## src/hdl/indexed_timer_min_heap_top_defines.svh

```systemverilog
// Assertion macros for the timer heap RTL.
`ifndef INDEXED_TIMER_MIN_HEAP_TOP_DEFINES_SVH
`define INDEXED_TIMER_MIN_HEAP_TOP_DEFINES_SVH

`ifndef ASSERT_OFF
`define ITMH_ASSERT(lbl, prop, msg) \
  lbl: assert property (@(posedge clk) disable iff (!rst_n) prop) else $error(msg);
`define ITMH_NEVER(lbl, cond, msg) \
  lbl: assert property (@(posedge clk) disable iff (!rst_n) !(cond)) else $error(msg);
`else
`define ITMH_ASSERT(lbl, prop, msg)
`define ITMH_NEVER(lbl, cond, msg)
`endif

`endif

```

## src/hdl/itmh_ram2r.sv

```systemverilog
`timescale 1ns / 1ps

// Synchronous RAM, one write port and two registered read ports.
module itmh_ram2r #(
  parameter int WIDTH = 8,
  parameter int DEPTH = 16,
  parameter int AW    = $clog2(DEPTH)
) (
  input  logic             clk,
  input  logic             we,
  input  logic [AW-1:0]    waddr,
  input  logic [WIDTH-1:0] wdata,
  input  logic [AW-1:0]    raddr_a,
  input  logic [AW-1:0]    raddr_b,
  output logic [WIDTH-1:0] rdata_a,
  output logic [WIDTH-1:0] rdata_b
);

  logic [WIDTH-1:0] mem [DEPTH];

  always_ff @(posedge clk) begin
    if (we) begin
      mem[waddr] <= wdata;
    end
    rdata_a <= mem[raddr_a];
    rdata_b <= mem[raddr_b];
  end

endmodule

```

## config.mk

```make
export PLATFORM = sky130hd
export DESIGN_NAME = itmh_ram2r
export DESIGN_NICKNAME = d
export VERILOG_FILES = /design/src/hdl/indexed_timer_min_heap_top_defines.svh /design/src/hdl/itmh_ram2r.sv
export SDC_FILE = /design/constraint.sdc
export NUM_CORES = 1
export LEC_CHECK = 0
export BUFFER_PORTS_ARGS = -buffer_cell sky130_fd_sc_hd__buf_2
export CAP_MARGIN = 10
export CORE_MARGIN = 4
export CORE_UTILIZATION = 39
export CTS_BUF_LIST = sky130_fd_sc_hd__clkbuf_8
export DETAILED_ROUTE_END_ITERATION = 8
export MAX_ROUTING_LAYER = met4
export PLACE_DENSITY = 0.55
export RECOVER_POWER = 100
export SETUP_SLACK_MARGIN = 0.15
export SLEW_MARGIN = 30
export SYNTH_ARGS = -nofsm -noshare
export SYNTH_HDL_FRONTEND = slang
export SYNTH_SLANG_ARGS = --single-unit
```

## constraint.sdc

```tcl
create_clock -name clk -period 2.5 [get_ports clk]
set_clock_uncertainty 0.2 [all_clocks]
set_input_delay 0.25 -clock clk [delete_from_list [all_inputs] [get_ports clk]]
set_output_delay 0.25 -clock clk [all_outputs]
set_load 0.01 [all_outputs]
```

**After elaboration in Yosys (flattened, before gate mapping)**

Memory sizes are Yosys's and may differ from the RTL's. A register that Yosys moved wholly into a read port is not among the register bits.
Cells that the tools add are included.

- Memories: 1
- Word-level logic and storage cells: 3
- Input bits: 22
- Bits in writable memories: 128
- Register bits: 0

Memory list:

| name | words | bits a word | read ports | clocked after Yosys merged registers in | wr ports | line | source |
|---|---|---|---|---|---|---|---|
| mem | 16 | 8 | 2 | 2 | 1 | itmh_ram2r.sv:19 | `logic [WIDTH-1:0] mem [DEPTH];` |

- Mux-type cells: 2

Operators by type and width:

| cell | count |
|---|---|
| 2-to-1 mux 1 bit | 2 |

**Longest topological paths before layout**

Gate-level depths: netlist of run 1.

- Depth after elaboration: 2
- Depth in mapped cells: 5
- Gate-level depth less buffers: 3

**Worst setup path after synthesis of run 1**

No wires, ideal clock.

- Kind: input-to-reg
- From: in waddr[2]
- To: mem mem[0][0], enable pin
- Path buffers: 0
- Cell stages on the path: 2
- Data arrival time: 1.360 ns
- Setup time: 0.383 ns
- Data required time: 1.917 ns
- Setup slack: 0.557 ns
- Cell sequence: or3b_2 -> nor3_1

RTL lines:

| element | line | source |
|---|---|---|
| from (decl) | itmh_ram2r.sv:11 | `input logic [AW-1:0] waddr,` |
| to (decl) | itmh_ram2r.sv:19 |  |

No word-level cell before the write port.

==> results.json, run 1 <==
{
  "status": "complete, no violations",
  "yosysMostFrequentCell": "sky130_fd_sc_hd__edfxtp_1",
  "timing_max_transition_violations_final": 0,
  "globalRouteTotalUtil": 0.171,
  "global_route_wire_length_before_repair_mm": 21.5,
  "ant_nets": 0,
  "global_route.overflow_total": 0,
  "core_area_sq_mm": 0.0159,
  "worstSetupStartpointType": "primary input",
  "drt-vias-per-instance": 5.50,
  "cts.reportedPaths.clkPinSlew_ns": 0.07,
  "layout_cell_share_with_drive_strength_beyond_1": 0.221,
  "dpl.cell_count": 565,
  "finalCoreUtilization": 0.453,
  "synth_top_area_share": 0.606,
  "synth_cells": 307,
  "cts.path.max_buffers": 2,
  "grt_setup_unrepaired": "false",
  "peakVddDrop_mv": 0.323,
  "crit_slowest_cell": "sky130_fd_sc_hd__mux4_1",
  "placer_s_final_routability_congestion_estimate": 0.767,
  "mean_cell_area_of_the_mapped_netlist_sq_um": 20.7,
  "cp_data_arrival_time_ns": 1.92,
  "placement_rows": 46,
  "dr.max_layer_used": "met4",
  "postSynthRegisterBits": 144,
  "m1WireLength_mm": 6.10,
  "syn_to_final_growth_pct": 13.9,
  "crit_required_ns": 2.62,
  "asyncSetResetFlopFracSynth": 0,
  "cts_num_sinks": 144,
  "worst_setup_path_end_kind": "flop",
  "met2_wirelength_mm": 7.22,
  "post_synth_top_flop": "sky130_fd_sc_hd__edfxtp_1",
  "design.die.area_sq_mm": 0.0184,
  "synth_top_area_cell": "sky130_fd_sc_hd__edfxtp_1",
  "finish.net_count": 398,
  "report.final.hold_viol_count": 0,
  "final.setup.worst_slack_ns": 0.704,
  "cts_resized": 0,
  "hpwlAfterDp_mm": 9.56,
  "min-delay-path-class": "in2reg",
  "finalCritPeriodShare": 0.718,
  "multi_input_comb_area_sq_mm": 0.00201,
  "post_route_insts_no_fill": 605,
  "grt_pass1_vias": 3538,
  "floorplan.die.width_um": 136,
  "cellPowerDensity_mw_per_mm2": 679,
  "register_area_sq_mm": 0.00416,
  "worstSkewPairLatency_ns": 0.44,
  "antenna_found_initial": 0,
  "timing.critical_path.cells": "clkbuf_1 > buf_12 > mux4_1 > a22oi_1 > nand2_1",
  "antennaDiodeCount": 0,
  "dieHeight_um": 136,
  "grt_max_degree": 33,
  "cp_max_fo": 27,
  "yosys.cell_types.count": 20,
  "synth.cell_area_sq_mm": 0.00635,
  "slew_headroom": 0.505,
  "drtIter0Drc": 247,
  "h-tree-depth": 4,
  "route.met3.wl_um": 833,
  "path_class": "in2reg",
  "dominant_cells_by_area_after_synthesis": "sky130_fd_sc_hd__edfxtp_1 (61%), sky130_fd_sc_hd__mux4_2 (12%), sky130_fd_sc_hd__mux4_1 (12%)",
  "floorplan.initialDensity": 0.398,
  "drcViolationCount": 0,
  "io_pins": 38,
  "dp_slack_ns": 0.387,
  "postCtsSetupRepairBufs": 0,
  "dr_total_vias": 3330,
  "final.min_clock_period_ns": 1.80,
  "clockRootBuffer": "sky130_fd_sc_hd__clkbuf_8",
  "design_power_total_mw": 4.91,
  "power_leakage_nw": 2.38,
  "fin_tns_setup_ns": 0,
  "cts_tree": "yes",
  "synthTopCellsByCount": "sky130_fd_sc_hd__edfxtp_1 (128), sky130_fd_sc_hd__mux4_2 (34), sky130_fd_sc_hd__a22oi_1 (32)",
  "postRouteWirelength_mm": 14.4,
  "mappedNetlistNets": 329,
  "final-setup-viol-count": 0,
  "first_pass_iters": 5,
  "synthesis.yosys.warnings": 0,
  "max_freq_mhz": 557,
  "cts_inserted_buffers": 17,
  "sequential_fraction_of_the_synthesis_area": 0.656,
  "tightest_slew_ns": 0.743,
  "filler_cell_count": 1389,
  "route.detailed.wl_per_inst_um": 23.7,
  "crit_path_max_incr_delay_ns": 0.59,
  "maxcap_viol_count": 0,
  "synth-edff-count": 128,
  "io_buffer_count": 37
}
-- power by group --
part	internal, mW	switching (mW)	leakage (nW)
Combinational	0.184	0.224	0.888
Sequential	2.69	0.0298	1.29
Clock	0.911	0.870	0.197
-- through the flow --
stage | hold WS [ns] | area, sq um
2_1_floorplan | 0.149 | 6350
3_3_place_gp | 0.442 | 6850
3_5_place_dp | 0.444 | 6850
4_1_cts | 0.136 | 7320
5_1_grt | 0.212 | 7230
6_report | 0.188 | 7230
-- critical path, delay by kind of cell --
kind | cells | cell delay [ns]
AOI/OAI and AO/OA | 1 | 0.30
muxes | 1 | 0.59
and+or+nand+nor | 1 | 0.09
buffers and inverters | 2 | 0.67
-- timing repair --
item                       4_1_cts  5_1_grt
hold buffers                     8        0
setup endpoints to repair        0        0
hold endpoints to repair       113        0
-- cells by family (layout without fill, tap and decap cells) --
kind of cell,after synthesis,after routing,share of synthesized area
DFF,144,144,0.656
buffers and inverters,20,102,0.0272
and+or+nand+nor,47,47,0.0343
AOI/OAI and AO/OA,32,32,0.0379
muxes,64,64,0.244
-- layout make-up --
cell class	instances	area share
clock buffer	18	0.0343
clock inverter	14	0.0196
multi-input combinational	143	0.278
sequential	144	0.576
tap	216	0.0374
timing repair buffer	70	0.0547
-- routing by layer --
metal / vias up / track usage
li1: 1476 / -
met1: 1733 / 0.216
met2: 105 / 0.274
met3: 16 / 0.0416
met4: 0 / 0.0554
met5: - / -
-- state kept, by name, indices dropped and copies added (netlist names) --
register	count
mem	128
rdata_a	8
rdata_b	8
-- placed cells by master, fill, tap and decap left out, drive strengths merged, types with 5 or more instances in the layout --
cell type,netlist,final
edfxtp,128,128
mux4,64,64
clkbuf,0,62
a22oi,32,32
buf,14,18
nand2,17,17
dfxtp,16,16
nor2,14,14
dlygate4sd3,0,8
clkinv,0,5
-- path summary, 6_finish.rpt --
check | from | endpoint | slack (ns) | cells past startpoint
max | raddr_a[0] | rdata_a[1] | 0.70 | 5
max reg2reg | mem[2][0] | rdata_b[0] | 0.83 | 3
min reg2reg | mem[8][2] | rdata_a[2] | 0.51 | 3
min | raddr_b[2] | rdata_b[3] | 0.19 | 5
No activity file was read; power rests on OpenSTA's default activity.
==> inputs of run 2 (changes only) <==
--- a/config.mk
+++ b/config.mk
@@ -12,7 +12,7 @@
 export CTS_BUF_LIST = sky130_fd_sc_hd__clkbuf_8
 export DETAILED_ROUTE_END_ITERATION = 8
 export MAX_ROUTING_LAYER = met4
-export PLACE_DENSITY = 0.55
+export PLACE_DENSITY = 0.57
 export RECOVER_POWER = 100
 export SETUP_SLACK_MARGIN = 0.15
 export SLEW_MARGIN = 30
==> constraint.sdc (replaced) <==
create_clock -name clk -period 1.5 [get_ports clk]
set_clock_uncertainty 0.2 [all_clocks]
set_input_delay 0.15 -clock clk [delete_from_list [all_inputs] [get_ports clk]]
set_output_delay 0.15 -clock clk [all_outputs]
set_load 0.01 [all_outputs]
==> run 2 against run 1 <==
  * The flow now finishes with violations (setup timing)
  * Die area unchanged
  * Count of clock-buffer cells in the layout is 1 lower
  * Cell area is 3.6% higher
  * Utilization rose by 1.6 points
  * Global-route usage rose by 0.83 points
  * Sequential power up 67%
  * Worst hold slack got worse by 0.12 ns
  * Non-clock buffer count increased by 20
  * Wire length rose by 5.4%
  * Power grew 76%
  * Highest routed layer unchanged
  * Via count is 4.1% higher
==> results.json, run 2 (synthesized netlist as in run 1, its figures left out) <==
{
  "status": "finished with violations",
  "violated_checks": "setup timing",
  "cts.reportedPaths.clkPinSlew_ns": 0.08,
  "drtIter0Drc": 281,
  "layout_commonest_cell": "sky130_fd_sc_hd__edfxtp_1",
  "antennaDiodeCount": 0,
  "rrSetupSlack_ns": -0.10,
  "global_route_wire_length_before_repair_mm": 22.4,
  "largest_register_ff_count": 128,
  "drcViolationCount": 0,
  "layout_cell_share_with_drive_strength_beyond_1": 0.372,
  "worstSkewPairLatency_ns": 0.45,
  "post_route_insts_no_fill": 625,
  "cp_data_arrival_time_ns": 1.73,
  "worst_r2r_endpoint": "rdata_b[7]",
  "cts_num_sinks": 144,
  "cts_tree": "yes",
  "cts.path.max_buffers": 2,
  "min-delay-path-class": "in2reg",
  "register_bank_with_the_most_flops": "mem",
  "design_power_total_mw": 8.65,
  "most-common-layout-cells": "sky130_fd_sc_hd__edfxtp_1 (128), sky130_fd_sc_hd__mux4_2 (59), sky130_fd_sc_hd__clkbuf_1 (40)",
  "path_class": "reg2reg",
  "grt_pass1_vias": 3595,
  "cp_max_fo": 2,
  "clockPowerShare": 0.387,
  "crit_required_ns": 1.62,
  "globalRouteMet1Util": 0.236,
  "maxcap_viol_count": 0,
  "dpl.cell_count": 585,
  "internal_portion_of_total_power_mw": 6.68,
  "postCtsSetupRepairBufs": 0,
  "crit-reg2reg-launch": "mem[0][7]",
  "timing_max_transition_violations_final": 0,
  "global_route.overflow_total": 0,
  "io_pins": 38,
  "fin_hold_ws_ns": 0.0715,
  "slew_headroom": 0.468,
  "hpwlAfterDp_mm": 10.5,
  "clockRootBuffer": "sky130_fd_sc_hd__clkbuf_8",
  "dieHeight_um": 136,
  "globalRouteTotalUtil": 0.179,
  "reg_top3": "mem: 128 flops, rdata_a: 8 flops, rdata_b: 8 flops",
  "report.final.hold_viol_count": 0,
  "worst_hold_path.num_cells": 4,
  "peakVddDrop_mv": 0.630,
  "finalCritPeriodShare": 1.07,
  "final.min_clock_period_ns": 1.60,
  "grt_max_degree": 17,
  "syn_to_final_growth_pct": 18.0,
  "design_area_sq_mm": 0.00749,
  "worstSetupStartpointType": "flop",
  "max_freq_mhz": 623,
  "grt_setup_unrepaired": "true",
  "grt_busiest_layer": "met2",
  "holdCritStartpoint": "raddr_b[3]",
  "worst_setup_path_end_kind": "flop",
  "postRouteWirelength_mm": 15.1,
  "fin_tns_setup_ns": -0.178,
  "antenna_found_initial": 0,
  "route.detailed.wl_per_inst_um": 24.2,
  "power_switching_mw": 1.96,
  "h-tree-depth": 4,
  "final-setup-viol-count": 3,
  "cts_inserted_buffers": 17,
  "power_leakage_nw": 2.45,
  "floorplan.initialDensity": 0.398,
  "timing.reg2reg.worst_path_depth": 3,
  "seqPwrFrac": 0.524,
  "gr-usage-met3": 0.0442,
  "core_area_sq_mm": 0.0159,
  "placer_s_final_routability_congestion_estimate": 0.742,
  "power.share.switching": 0.227,
  "tightest_slew_ns": 0.798,
  "ant_nets": 0,
  "design.die.area_sq_mm": 0.0184,
  "grt_util_met2": 0.282,
  "worst_hold_path.endpoint": "rdata_b[6]",
  "io_buffer_count": 37,
  "final.setup.worst_slack_ns": -0.104,
  "finish.net_count": 418,
  "filler_cell_count": 1382,
  "relative_contribution_of_combinational_cells_to_total_power": 0.089,
  "drt-vias-per-instance": 5.55,
  "placement_rows": 46,
  "dp_area_sq_mm": 0.00712,
  "floorplan.die.width_um": 136,
  "dr_total_vias": 3468,
  "first_pass_iters": 4,
  "cellPowerDensity_mw_per_mm2": 1160
}
[run 2: worst max path at each step]
| stage | start | endpoint | slack (ns) | cells after the start |
|---|---|---|---|---|
| floorplan | mem[3][0] | rdata_a[0] | 0.02 | 3 |
| global placement | raddr_b[0] | rdata_b[7] | -0.26 | 6 |
| detailed placement | raddr_b[0] | rdata_b[7] | -0.27 | 6 |
| CTS | mem[1][7] | rdata_b[7] | -0.11 | 3 |
| global route | mem[0][7] | rdata_b[7] | -0.17 | 3 |
| finish | mem[0][7] | rdata_b[7] | -0.10 | 3 |
[run 2: cell type report]
type | count | area [sq um] | share of cell area
clock buffer | 17 | 234 | 0.0313
multi-input combinational | 143 | 2010 | 0.269
tap | 216 | 270 | 0.0361
clock inverter | 15 | 208 | 0.0277
timing repair buffer | 90 | 599 | 0.0801
sequential | 144 | 4160 | 0.556
[run 2: worst max-delay path: stages (launching register included)]
cell                       delay (ns)
sky130_fd_sc_hd__edfxtp_1        0.39
sky130_fd_sc_hd__mux4_4          0.61
sky130_fd_sc_hd__a22oi_2         0.19
sky130_fd_sc_hd__nand2_1         0.11
[run 2: layer usage]
metal / vias up / routed length (um)
met5: - / 0
met4: 0 / 180
met3: 16 / 796
met2: 119 / 7510
met1: 1841 / 6660
li1: 1492 / -
[run 2: stage by stage]
| step | setup WS [ns] | util |
|---|---|---|
| CTS | -0.107 | 0.483 |
| detailed placement | -0.274 | 0.446 |
| finish | -0.104 | 0.470 |
| floorplan | 0.0165 | - |
| global route | -0.167 | 0.470 |
| global placement | -0.256 | 0.446 |
[run 2: power by group through the flow]
| stage | clock [mW] | sequential [mW] | combinational [mW] |
|---|---|---|---|
| global placement | 0 | 4.61 | 0.772 |
| floorplan | 0 | 4.63 | 0.450 |
| global route | 3.58 | 4.54 | 0.831 |
| CTS | 3.42 | 4.53 | 0.825 |
| finish | 3.34 | 4.53 | 0.772 |
| detailed placement | 0 | 4.62 | 0.780 |
[run 2: what timing repair did]
action / 4_1_cts / 5_1_grt
hold endpoints to repair: 128 / 0
pin swaps: 2 / 4
resized for setup: 15 / 3
setup endpoints to repair: 16 / 17
hold buffers: 8 / 0
